<file path="src/rtl/gbps_pkg.sv">
// ----------------------------------------------------------------------------
// gbps_pkg
// Types and constants shared by the boot partition selector files.
// ----------------------------------------------------------------------------
package gbps_pkg;

  localparam int unsigned LbaW   = 64;
  localparam int unsigned IdxW   = 8;
  localparam int unsigned CfgIdW = 3;
  localparam int unsigned MaxCap = 128;

  // "EFI PART" as a little-endian 64-bit word
  localparam logic [LbaW-1:0] EfiSignature = 64'h5452_4150_2049_4645;

  typedef enum logic [1:0] {
    OP_START = 2'd0,
    OP_ENTRY = 2'd1,
    OP_END   = 2'd2,
    OP_NONE  = 2'd3
  } op_e;

  typedef enum logic [CfgIdW-1:0] {
    CFG_LBA_LIMIT    = 3'd0,
    CFG_WANT_TYPE_LO = 3'd1,
    CFG_WANT_TYPE_HI = 3'd2,
    CFG_WANT_UNIQ_LO = 3'd3,
    CFG_WANT_UNIQ_HI = 3'd4,
    CFG_TYPE_MATCH   = 3'd5,
    CFG_UNIQ_MATCH   = 3'd6,
    CFG_UNUSED       = 3'd7
  } cfg_id_e;

endpackage

</file>
<file path="src/rtl/gbps_if.sv">
// ----------------------------------------------------------------------------
// gbps_if
// Request channels of the boot partition selector: entry input, result
// output and register write.
// ----------------------------------------------------------------------------
interface gbps_in_if import gbps_pkg::*; ();
  logic            valid;
  logic            ready;
  op_e             op;
  logic [LbaW-1:0] signature_word;
  logic [LbaW-1:0] entry_first_lba;
  logic [LbaW-1:0] entry_last_lba;
  logic [LbaW-1:0] entry_type_lo;
  logic [LbaW-1:0] entry_type_hi;
  logic [LbaW-1:0] entry_uniq_lo;
  logic [LbaW-1:0] entry_uniq_hi;

  modport source (
    output valid, op, signature_word, entry_first_lba, entry_last_lba,
           entry_type_lo, entry_type_hi, entry_uniq_lo, entry_uniq_hi,
    input  ready
  );
  modport sink (
    input  valid, op, signature_word, entry_first_lba, entry_last_lba,
           entry_type_lo, entry_type_hi, entry_uniq_lo, entry_uniq_hi,
    output ready
  );
endinterface

interface gbps_out_if import gbps_pkg::*; ();
  logic                   valid;
  logic                   ready;
  logic signed [IdxW-1:0] chosen_index;
  logic [LbaW-1:0]        chosen_first_lba;
  logic [LbaW-1:0]        chosen_last_lba;
  logic                   table_valid;
  logic                   index_overflow;

  modport source (
    output valid, chosen_index, chosen_first_lba, chosen_last_lba,
           table_valid, index_overflow,
    input  ready
  );
  modport sink (
    input  valid, chosen_index, chosen_first_lba, chosen_last_lba,
           table_valid, index_overflow,
    output ready
  );
endinterface

interface gbps_cfg_if import gbps_pkg::*; ();
  logic              valid;
  logic              ready;
  logic [CfgIdW-1:0] index;
  logic [LbaW-1:0]   data;

  modport source (output valid, index, data, input ready);
  modport sink   (input valid, index, data, output ready);
endinterface

</file>
<file path="src/rtl/gpt_boot_partition_select_top.sv">
// ----------------------------------------------------------------------------
// gpt_boot_partition_select_top
// Picks the boot partition from a stream of partition table entries.
// ----------------------------------------------------------------------------
// throughput: one request per cycle on the input, end requests included, while the
//   result register has room; an end request shows its result through the input
//   register, then the result register; start and entry requests give none
// an end request waits in the input register while the result register is full
// reset: control and table state reset asynchronously (held index to all ones),
//   limit register back to one, match targets and enables cleared
module gpt_boot_partition_select_top import gbps_pkg::*; #(
  parameter int unsigned MAX_ENTRIES = 128
) (
  input  logic         clk_i,
  input  logic         rst_ni,
  gbps_cfg_if.sink     cfg_i,
  gbps_in_if.sink      in_i,
  gbps_out_if.source   out_o
);

  // entries beyond the index range of chosen_index are never taken
  localparam int unsigned Cap  = (MAX_ENTRIES > MaxCap) ? MaxCap : MAX_ENTRIES;
  localparam int unsigned CntW = $clog2(Cap + 1);

  // --------------------------------------------------------------------------
  // configuration registers, not guarded: the user's writes must only arrive while the block is idle
  // --------------------------------------------------------------------------
  logic [LbaW-1:0] lba_limit_q;
  logic [LbaW-1:0] lim_m1_q;      // limit minus one, kept ready for the clip
  logic [LbaW-1:0] want_type_lo_q, want_type_hi_q;
  logic [LbaW-1:0] want_uniq_lo_q, want_uniq_hi_q;
  logic            type_match_on_q, uniq_match_on_q;
  cfg_id_e         cfg_id;

  assign cfg_i.ready = 1'b1;
  assign cfg_id      = cfg_id_e'(cfg_i.index);

  always_ff @(posedge clk_i or negedge rst_ni) begin
    if (!rst_ni) begin
      lba_limit_q     <= LbaW'(1);
      lim_m1_q        <= '0;
      want_type_lo_q  <= '0;
      want_type_hi_q  <= '0;
      want_uniq_lo_q  <= '0;
      want_uniq_hi_q  <= '0;
      type_match_on_q <= 1'b0;
      uniq_match_on_q <= 1'b0;
    end else if (cfg_i.valid) begin
      case (cfg_id)
        CFG_LBA_LIMIT: begin
          lba_limit_q <= cfg_i.data;
          lim_m1_q    <= cfg_i.data - LbaW'(1);
        end
        CFG_WANT_TYPE_LO: want_type_lo_q  <= cfg_i.data;
        CFG_WANT_TYPE_HI: want_type_hi_q  <= cfg_i.data;
        CFG_WANT_UNIQ_LO: want_uniq_lo_q  <= cfg_i.data;
        CFG_WANT_UNIQ_HI: want_uniq_hi_q  <= cfg_i.data;
        CFG_TYPE_MATCH:   type_match_on_q <= cfg_i.data[0];
        CFG_UNIQ_MATCH:   uniq_match_on_q <= cfg_i.data[0];
        default: ;
      endcase
    end
  end

  // --------------------------------------------------------------------------
  // input register
  // --------------------------------------------------------------------------
  logic            s1_valid_q;
  op_e             s1_op_q;
  logic [LbaW-1:0] s1_sig_q, s1_first_q, s1_last_q;
  logic [LbaW-1:0] s1_type_lo_q, s1_type_hi_q, s1_uniq_lo_q, s1_uniq_hi_q;
  logic            s1_fire, out_free, in_take;

  // an end request may only move on when the result register has room
  assign out_free   = !out_o.valid || out_o.ready;
  assign s1_fire    = s1_valid_q && ((s1_op_q != OP_END) || out_free);
  assign in_i.ready = !s1_valid_q || s1_fire;
  assign in_take    = in_i.valid && in_i.ready;

  always_ff @(posedge clk_i or negedge rst_ni) begin
    if (!rst_ni) begin
      s1_valid_q <= 1'b0;
    end else if (in_i.ready) begin
      s1_valid_q <= in_i.valid;
    end
  end

  // payload, no reset needed
  always_ff @(posedge clk_i) begin
    if (in_take) begin
      s1_op_q      <= in_i.op;
      s1_sig_q     <= in_i.signature_word;
      s1_first_q   <= in_i.entry_first_lba;
      s1_last_q    <= in_i.entry_last_lba;
      s1_type_lo_q <= in_i.entry_type_lo;
      s1_type_hi_q <= in_i.entry_type_hi;
      s1_uniq_lo_q <= in_i.entry_uniq_lo;
      s1_uniq_hi_q <= in_i.entry_uniq_hi;
    end
  end

  // --------------------------------------------------------------------------
  // table state and the per-entry decision
  // --------------------------------------------------------------------------
  logic            sig_good_q, sig_good_d;
  logic            match_done_q, match_done_d;
  logic [CntW-1:0] entry_count_q, entry_count_d;
  logic            overflow_q, overflow_d;
  logic [IdxW-1:0] hold_index_q, hold_index_d;
  logic [LbaW-1:0] hold_first_q, hold_first_d;
  logic [LbaW-1:0] hold_last_q, hold_last_d;

  logic            span_ok, type_hit, uniq_hit, hit, full;
  logic [LbaW:0]   bound_sum;
  logic [LbaW-1:0] bound, clip_last;

  // span check: unsigned wrapping difference below the limit
  assign span_ok  = (s1_last_q - s1_first_q) < lba_limit_q;
  assign type_hit = type_match_on_q && (s1_type_lo_q == want_type_lo_q)
                                    && (s1_type_hi_q == want_type_hi_q);
  assign uniq_hit = uniq_match_on_q && (s1_uniq_lo_q == want_uniq_lo_q)
                                    && (s1_uniq_hi_q == want_uniq_hi_q);
  assign hit      = span_ok && (type_hit || uniq_hit);
  assign full     = entry_count_q >= CntW'(Cap);

  // clip bound for the first entry, saturating at all ones
  assign bound_sum = {1'b0, s1_first_q} + {1'b0, lim_m1_q};
  assign bound     = bound_sum[LbaW] ? '1 : bound_sum[LbaW-1:0];
  assign clip_last = (s1_last_q < bound) ? s1_last_q : bound;

  always_comb begin
    sig_good_d    = sig_good_q;
    match_done_d  = match_done_q;
    entry_count_d = entry_count_q;
    overflow_d    = overflow_q;
    hold_index_d  = hold_index_q;
    hold_first_d  = hold_first_q;
    hold_last_d   = hold_last_q;
    if (s1_fire) begin
      case (s1_op_q)
        OP_START: begin
          sig_good_d    = (s1_sig_q == EfiSignature);
          match_done_d  = 1'b0;
          entry_count_d = '0;
          overflow_d    = 1'b0;
          hold_index_d  = '1;
          hold_first_d  = '0;
          hold_last_d   = '0;
        end
        OP_ENTRY: begin
          if (full) begin
            overflow_d = 1'b1;
          end else begin
            entry_count_d = entry_count_q + CntW'(1);
            if (!match_done_q) begin
              // first entry seeds the fallback range
              if (entry_count_q == '0) begin
                hold_first_d = s1_first_q;
                hold_last_d  = clip_last;
              end
              if (hit) begin
                match_done_d = 1'b1;
                hold_index_d = IdxW'(entry_count_q);
                hold_first_d = s1_first_q;
                hold_last_d  = s1_last_q;
              end
            end
          end
        end
        default: ;
      endcase
    end
  end

  always_ff @(posedge clk_i or negedge rst_ni) begin
    if (!rst_ni) begin
      sig_good_q    <= 1'b0;
      match_done_q  <= 1'b0;
      entry_count_q <= '0;
      overflow_q    <= 1'b0;
      hold_index_q  <= '1;
      hold_first_q  <= '0;
      hold_last_q   <= '0;
    end else begin
      sig_good_q    <= sig_good_d;
      match_done_q  <= match_done_d;
      entry_count_q <= entry_count_d;
      overflow_q    <= overflow_d;
      hold_index_q  <= hold_index_d;
      hold_first_q  <= hold_first_d;
      hold_last_q   <= hold_last_d;
    end
  end

  // --------------------------------------------------------------------------
  // result register
  // --------------------------------------------------------------------------
  logic            out_valid_q, end_fire, use_raw;
  logic [IdxW-1:0] out_index_q;
  logic [LbaW-1:0] out_first_q, out_last_q;
  logic            out_tvalid_q, out_ovf_q;

  assign end_fire = s1_fire && (s1_op_q == OP_END);
  // bad signature or empty table falls back to the raw range
  assign use_raw  = !sig_good_q || (entry_count_q == '0);

  always_ff @(posedge clk_i or negedge rst_ni) begin
    if (!rst_ni) begin
      out_valid_q <= 1'b0;
    end else if (end_fire) begin
      out_valid_q <= 1'b1;
    end else if (out_o.ready) begin
      out_valid_q <= 1'b0;
    end
  end

  always_ff @(posedge clk_i) begin
    if (end_fire) begin
      out_index_q  <= use_raw ? '1 : hold_index_q;
      out_first_q  <= use_raw ? '0 : hold_first_q;
      out_last_q   <= use_raw ? lim_m1_q : hold_last_q;
      out_tvalid_q <= sig_good_q;
      out_ovf_q    <= overflow_q;
    end
  end

  assign out_o.valid            = out_valid_q;
  assign out_o.chosen_index     = signed'(out_index_q);
  assign out_o.chosen_first_lba = out_first_q;
  assign out_o.chosen_last_lba  = out_last_q;
  assign out_o.table_valid      = out_tvalid_q;
  assign out_o.index_overflow   = out_ovf_q;

endmodule

</file>
<file path="src/flat_wrapper.sv">
// flat-port wrapper written by rule: the top's interface ports become plain ports
module gpt_boot_partition_select_top_flat import gbps_pkg::*;
#(
  parameter int unsigned MAX_ENTRIES = 128
)
  (clk_i, rst_ni, cfg_i_valid, cfg_i_index, cfg_i_data, cfg_i_ready, in_i_valid, in_i_op, in_i_signature_word, in_i_entry_first_lba, in_i_entry_last_lba, in_i_entry_type_lo, in_i_entry_type_hi, in_i_entry_uniq_lo, in_i_entry_uniq_hi, in_i_ready, out_o_valid, out_o_chosen_index, out_o_chosen_first_lba, out_o_chosen_last_lba, out_o_table_valid, out_o_index_overflow, out_o_ready);
  gbps_cfg_if cfg_i_i ();
  gbps_in_if in_i_i ();
  gbps_out_if out_o_i ();
  input  logic clk_i;
  input  logic rst_ni;
  input wire logic [$bits(cfg_i_i.valid)-1:0] cfg_i_valid;
  input wire logic [$bits(cfg_i_i.index)-1:0] cfg_i_index;
  input wire logic [$bits(cfg_i_i.data)-1:0] cfg_i_data;
  output wire logic [$bits(cfg_i_i.ready)-1:0] cfg_i_ready;
  input wire logic [$bits(in_i_i.valid)-1:0] in_i_valid;
  input wire logic [$bits(in_i_i.op)-1:0] in_i_op;
  input wire logic [$bits(in_i_i.signature_word)-1:0] in_i_signature_word;
  input wire logic [$bits(in_i_i.entry_first_lba)-1:0] in_i_entry_first_lba;
  input wire logic [$bits(in_i_i.entry_last_lba)-1:0] in_i_entry_last_lba;
  input wire logic [$bits(in_i_i.entry_type_lo)-1:0] in_i_entry_type_lo;
  input wire logic [$bits(in_i_i.entry_type_hi)-1:0] in_i_entry_type_hi;
  input wire logic [$bits(in_i_i.entry_uniq_lo)-1:0] in_i_entry_uniq_lo;
  input wire logic [$bits(in_i_i.entry_uniq_hi)-1:0] in_i_entry_uniq_hi;
  output wire logic [$bits(in_i_i.ready)-1:0] in_i_ready;
  output wire logic [$bits(out_o_i.valid)-1:0] out_o_valid;
  output wire logic [$bits(out_o_i.chosen_index)-1:0] out_o_chosen_index;
  output wire logic [$bits(out_o_i.chosen_first_lba)-1:0] out_o_chosen_first_lba;
  output wire logic [$bits(out_o_i.chosen_last_lba)-1:0] out_o_chosen_last_lba;
  output wire logic [$bits(out_o_i.table_valid)-1:0] out_o_table_valid;
  output wire logic [$bits(out_o_i.index_overflow)-1:0] out_o_index_overflow;
  input wire logic [$bits(out_o_i.ready)-1:0] out_o_ready;
  assign cfg_i_i.valid = cfg_i_valid;
  assign cfg_i_i.index = cfg_i_index;
  assign cfg_i_i.data = cfg_i_data;
  assign cfg_i_ready = cfg_i_i.ready;
  assign in_i_i.valid = in_i_valid;
  assign in_i_i.op = in_i_op;
  assign in_i_i.signature_word = in_i_signature_word;
  assign in_i_i.entry_first_lba = in_i_entry_first_lba;
  assign in_i_i.entry_last_lba = in_i_entry_last_lba;
  assign in_i_i.entry_type_lo = in_i_entry_type_lo;
  assign in_i_i.entry_type_hi = in_i_entry_type_hi;
  assign in_i_i.entry_uniq_lo = in_i_entry_uniq_lo;
  assign in_i_i.entry_uniq_hi = in_i_entry_uniq_hi;
  assign in_i_ready = in_i_i.ready;
  assign out_o_valid = out_o_i.valid;
  assign out_o_chosen_index = out_o_i.chosen_index;
  assign out_o_chosen_first_lba = out_o_i.chosen_first_lba;
  assign out_o_chosen_last_lba = out_o_i.chosen_last_lba;
  assign out_o_table_valid = out_o_i.table_valid;
  assign out_o_index_overflow = out_o_i.index_overflow;
  assign out_o_i.ready = out_o_ready;
  gpt_boot_partition_select_top #(.MAX_ENTRIES(MAX_ENTRIES)) u_core (.clk_i(clk_i), .rst_ni(rst_ni), .cfg_i(cfg_i_i), .in_i(in_i_i), .out_o(out_o_i));
endmodule
</file>
<file path="config.mk">
export PLATFORM = sky130hd
export DESIGN_NAME = gpt_boot_partition_select_top_flat
export DESIGN_NICKNAME = d
export VERILOG_FILES = /design/src/rtl/gbps_pkg.sv /design/src/rtl/gbps_if.sv /design/src/rtl/gpt_boot_partition_select_top.sv /design/src/flat_wrapper.sv
export SDC_FILE = /design/constraint.sdc
export NUM_CORES = 2
export LEC_CHECK = 0
export ABC_AREA = 1
export BUFFER_PORTS_ARGS = -buffer_cell sky130_fd_sc_hd__buf_2
export CORE_UTILIZATION = 35
export DETAILED_ROUTE_END_ITERATION = 7
export GPL_TIMING_DRIVEN = 0
export PLACE_DENSITY = 0.62
export SYNTH_ARGS = -nofsm -noshare
export SYNTH_HDL_FRONTEND = slang
export SYNTH_SLANG_ARGS = --single-unit
</file>
<file path="constraint.sdc">
create_clock -name clk_i -period 11.8 [get_ports clk_i]
set_input_delay 2.36 -clock clk_i [delete_from_list [all_inputs] [get_ports clk_i]]
set_output_delay 2.36 -clock clk_i [all_outputs]
set_load 0.01 [all_outputs]
</file>
==> summary.txt <==
OUTCOME
----------------------------------------------------------------------------
Run status                                                      complete, no violations

CTS
----------------------------------------------------------------------------
Clock tree buffer depth                                                    3
Clock network latency to the later pin of the worst-skew pair        0.82 ns
CTS tree                                                                 yes
Clock-pin transition on the worst setup and hold timing paths        0.06 ns
Gates resized, CTS repair                                                  0
Buffers inserted during post-CTS setup optimization                        0
Count of hold buffers inserted by post-cts repair                          0
CTS H-tree depth                                                           3
Clock root buffer                                               sky130_fd_sc_hd__clkbuf_16
Number of CTS-inserted buffers                                           121
Total clock sinks                                                       1123

WORST SETUP PATH
----------------------------------------------------------------------------
Maximum cell stage delay along the critical path                     0.72 ns
Critical Path Slowest Stage Cell                                sky130_fd_sc_hd__nand2_1
Worst endpoint required time                                        12.38 ns
Worst setup path category                                            reg2reg
Worst setup EP type                                                 register
Element type at the critical path start                             register
Depth of the most critical reg-to-reg path                                33
Most numerous cell on the critical path                         sky130_fd_sc_hd__nand2_1
Internal reg-to-reg setup slack                                      4.55 ns
Critical Path AT                                                     7.83 ns
Crit path max fanout                                                      10

TIMING
----------------------------------------------------------------------------
Setup repair after global routing missed its margin                    false
Final number of max-transition violations                                  0
Worst Max-Slew Pin Slew                                             1.375 ns
Share of the clock period used by the worst path after layout         0.6147
Remaining max-slew budget at the tightest pin                        0.07150
Fmax                                                              0.1379 GHz
Hold violation count in the final report                                   0
Final setup fails                                                          0
Period minus WS final                                               7.253 ns
Sum Neg Setup Slack                                                     0 ns
Final clock skew                                                  0.09760 ns

GLOBAL ROUTING
----------------------------------------------------------------------------
Final global-route overflow total                                          0
Antenna violations before repair                                          48
Pin count of the biggest net entering global routing                     111
GRT Overall Usage                                                     0.2557
Vias in the first global route                                         47614
Global-route wire length before repair                             313000 µm

POWER AND IR DROP
----------------------------------------------------------------------------
Sequential power share                                                 0.419
Proportion of power drawn by combinational gates                       0.242
Switching fraction of total power                                     0.3302
Static leakage                                                      31.48 nW
Switching power summed over all nets                                3.970 mW
Internal power                                                      8.055 mW
Highest ir drop seen on vdd                                        0.1286 mV
Pwr dens                                                        174.6 mW/mm²
Clock network power share                                              0.339

SYNTHESIS
----------------------------------------------------------------------------
Share of synthesized registers carrying an async set or reset         0.4764
Number of instances in the synthesized netlist                          6312
Share of the yosys chip area belonging to registers                   0.5348
Primary flip-flop cell chosen by synthesis mapping              sky130_fd_sc_hd__edfxtp_1
Flop and latch count out of synthesis                                   1123
Synth Cell Area                                                  0.05807 mm²
Post-synth EDFFs                                                         588
Warnings from Yosys                                                        0
Synth Net Count                                                         7092
Cell variety after synth                                                  71
Synthesized area divided by synthesized cell count                 9.200 µm²

FLOORPLANNING
----------------------------------------------------------------------------
Ports                                                                    663
Initial Utilization                                                   0.3524
Core Footprint                                                    0.1648 mm²
Die extent in x                                                     409.3 µm
Row Count                                                                149
Die area                                                          0.1675 mm²
DIE HEIGHT                                                          409.3 µm

DRT
----------------------------------------------------------------------------
Mean routed wirelength per cell                                     23.19 µm
Detail Route met3 WL                                                15650 µm
Total via count after detailed routing                                 48368
Post-route met1 wirelength                                          93140 µm
DR DRC count                                                               0
Top metal layer carrying routed signals                                 met5
Antenna-violating nets left                                                0
Detailed-route vias per instance                                       5.132
Routed met2 length                                                 100500 µm
Detailed Route WL                                                  218500 µm
Violation count after the first detailed-routing iteration              4298
Drt pass-1 iters                                                           8

LAYOUT
----------------------------------------------------------------------------
Number of filler instances in the final layout                         16503
Post-synthesis to final-layout area growth                            18.61%
Final cell utilization of the core                                    0.4179
Share of layout cells above drive strength 1                          0.1570
FF+latch area                                                    0.03106 mm²
Final #Nets                                                             7895
Final design instance area without fill                          0.06888 mm²
Total area of multi-input combinational cells                    0.02266 mm²

PLACED DESIGN
----------------------------------------------------------------------------
Number of buffers added on ports                                         661
Placed wire-length estimate after detailed placement               178500 µm
Global placement routability congestion                               0.9772
Placement-stage cell area                                        0.06456 mm²

JOB
----------------------------------------------------------------------------
Number of maximum-capacitance violations                                   0

HOLD PATH
----------------------------------------------------------------------------
Type of the worst min-delay path                                     reg2reg
Worst Hold Depth                                                           0

path summary, 6_finish.rpt:
check,startpoint,endpoint
setup / recovery,u_core.s1_last_q[0]$_DFFE_PP_,u_core.hold_first_q[45]$_DFFE_PN0P_
hold / removal,u_core.sig_good_q$_DFFE_PN0P_,u_core.out_o.table_valid$_DFFE_PP_
setup reg to reg,u_core.s1_last_q[0]$_DFFE_PP_,u_core.hold_first_q[45]$_DFFE_PN0P_
hold reg to reg,u_core.sig_good_q$_DFFE_PN0P_,u_core.out_o.table_valid$_DFFE_PP_
max in group asynchronous,rst_ni,u_core.hold_last_q[7]$_DFFE_PN0P_
min in group asynchronous,rst_ni,u_core.want_type_hi_q[44]$_DFFE_PN0P_
kinds of logic (layout without fill, tap and decap cells):
kind of cell	after synthesis	count (layout)	synth area share
compound gates	1039	1039	0.1020
xor+xnor	231	231	0.03484
buf+inv	1096	2007	0.07498
fa+ha+maj	258	258	0.05585
simple gates	2564	2564	0.1974
flops	1123	1123	0.5348
other cells	1	13	0.00006458
area by class of cell:
type	instances	share of cell area
clock buffers	147	0.04716
clock inverters	84	0.01508
plain buffers	158	0.01212
flip-flops and latches	1123	0.4509
diodes	12	0.0004360
well taps	2189	0.03977
inverters	938	0.05125
repair buffers	680	0.05428
multi-input cells	4093	0.3290
cells in the mapped netlist (all sizes together) (75+ instances only):
cell    number  area (µm²)
or2         75       469.2
nor2       587        2296
edfxtp     588       17660
nand3      284        1737
xnor2       88       770.7
nor4        81       506.7
o21ai      463        2325
inv        938        3521
nand4      108       681.9
a21oi      284        1463
nand2     1285        4878
nor3        87       462.9
clkbuf     117       469.2
xor2       143        1252
ha         256        3203
dfrtp      526       13160
power groups by stage:
stage	clock [mW]	combinational, mW	sequential [mW]
after floorplan	0	1.96	4.94
after global placement	0	2.79	5.12
after global routing	4.30	3.24	5.07
after CTS	4.15	2.89	5.02
final	4.08	2.91	5.04
after detailed placement	0	2.87	5.09
per-layer routing:
metal  up-vias  GRT usage
met5         -          0
met4        44    0.09772
met3       408    0.04873
met2      1808     0.4148
met1     23329     0.3367
li1      22779          -
worst max-delay path: cells and delay by family, from the launching register on:
| family | cells | cell delay, ns |
|---|---|---|
| compound gates | 10 | 2.05 |
| xor+xnor | 1 | 0.17 |
| fa+ha+maj | 3 | 0.87 |
| buf+inv | 6 | 0.97 |
| flops | 1 | 0.36 |
| simple gates | 13 | 2.57 |
stage by stage:
stage	hold slack, ns	cells	setup slack, ns	total power, mW
3_5_place_dp	0.4476	9181	4.561	7.959
4_1_cts	0.4690	9412	4.452	12.06
2_1_floorplan	0.4249	6312	1.672	6.902
3_3_place_gp	0.4476	9162	-3.324	7.909
6_report	0.4729	9424	4.547	12.03
5_1_grt	0.4858	9416	3.959	12.61
layout by cell type (no fill, tap or decap), types with 18 or more instances in the layout:
cell / count
sky130_fd_sc_hd__ha_1: 256
sky130_fd_sc_hd__nor2_1: 569
sky130_fd_sc_hd__clkbuf_1: 129
sky130_fd_sc_hd__o211ai_1: 22
sky130_fd_sc_hd__nand4_1: 107
sky130_fd_sc_hd__dfrtp_1: 526
sky130_fd_sc_hd__nor3_1: 84
sky130_fd_sc_hd__xnor2_1: 88
sky130_fd_sc_hd__edfxtp_1: 588
sky130_fd_sc_hd__clkbuf_16: 123
sky130_fd_sc_hd__inv_1: 923
sky130_fd_sc_hd__a31oi_1: 62
sky130_fd_sc_hd__a21oi_1: 273
sky130_fd_sc_hd__o22ai_1: 65
sky130_fd_sc_hd__nand3_2: 63
sky130_fd_sc_hd__nor3b_1: 29
sky130_fd_sc_hd__nor4_1: 81
sky130_fd_sc_hd__nand2_1: 1269
sky130_fd_sc_hd__a211oi_1: 20
sky130_fd_sc_hd__or2_2: 72
sky130_fd_sc_hd__o21ai_0: 444
sky130_fd_sc_hd__buf_2: 673
sky130_fd_sc_hd__xor2_1: 143
sky130_fd_sc_hd__nand3_1: 221
sky130_fd_sc_hd__clkinv_2: 25
sky130_fd_sc_hd__buf_12: 19
sky130_fd_sc_hd__bufinv_16: 18
sky130_fd_sc_hd__o21a_1: 20
sky130_fd_sc_hd__o221ai_1: 19
(Power assumes the default switching activity.)
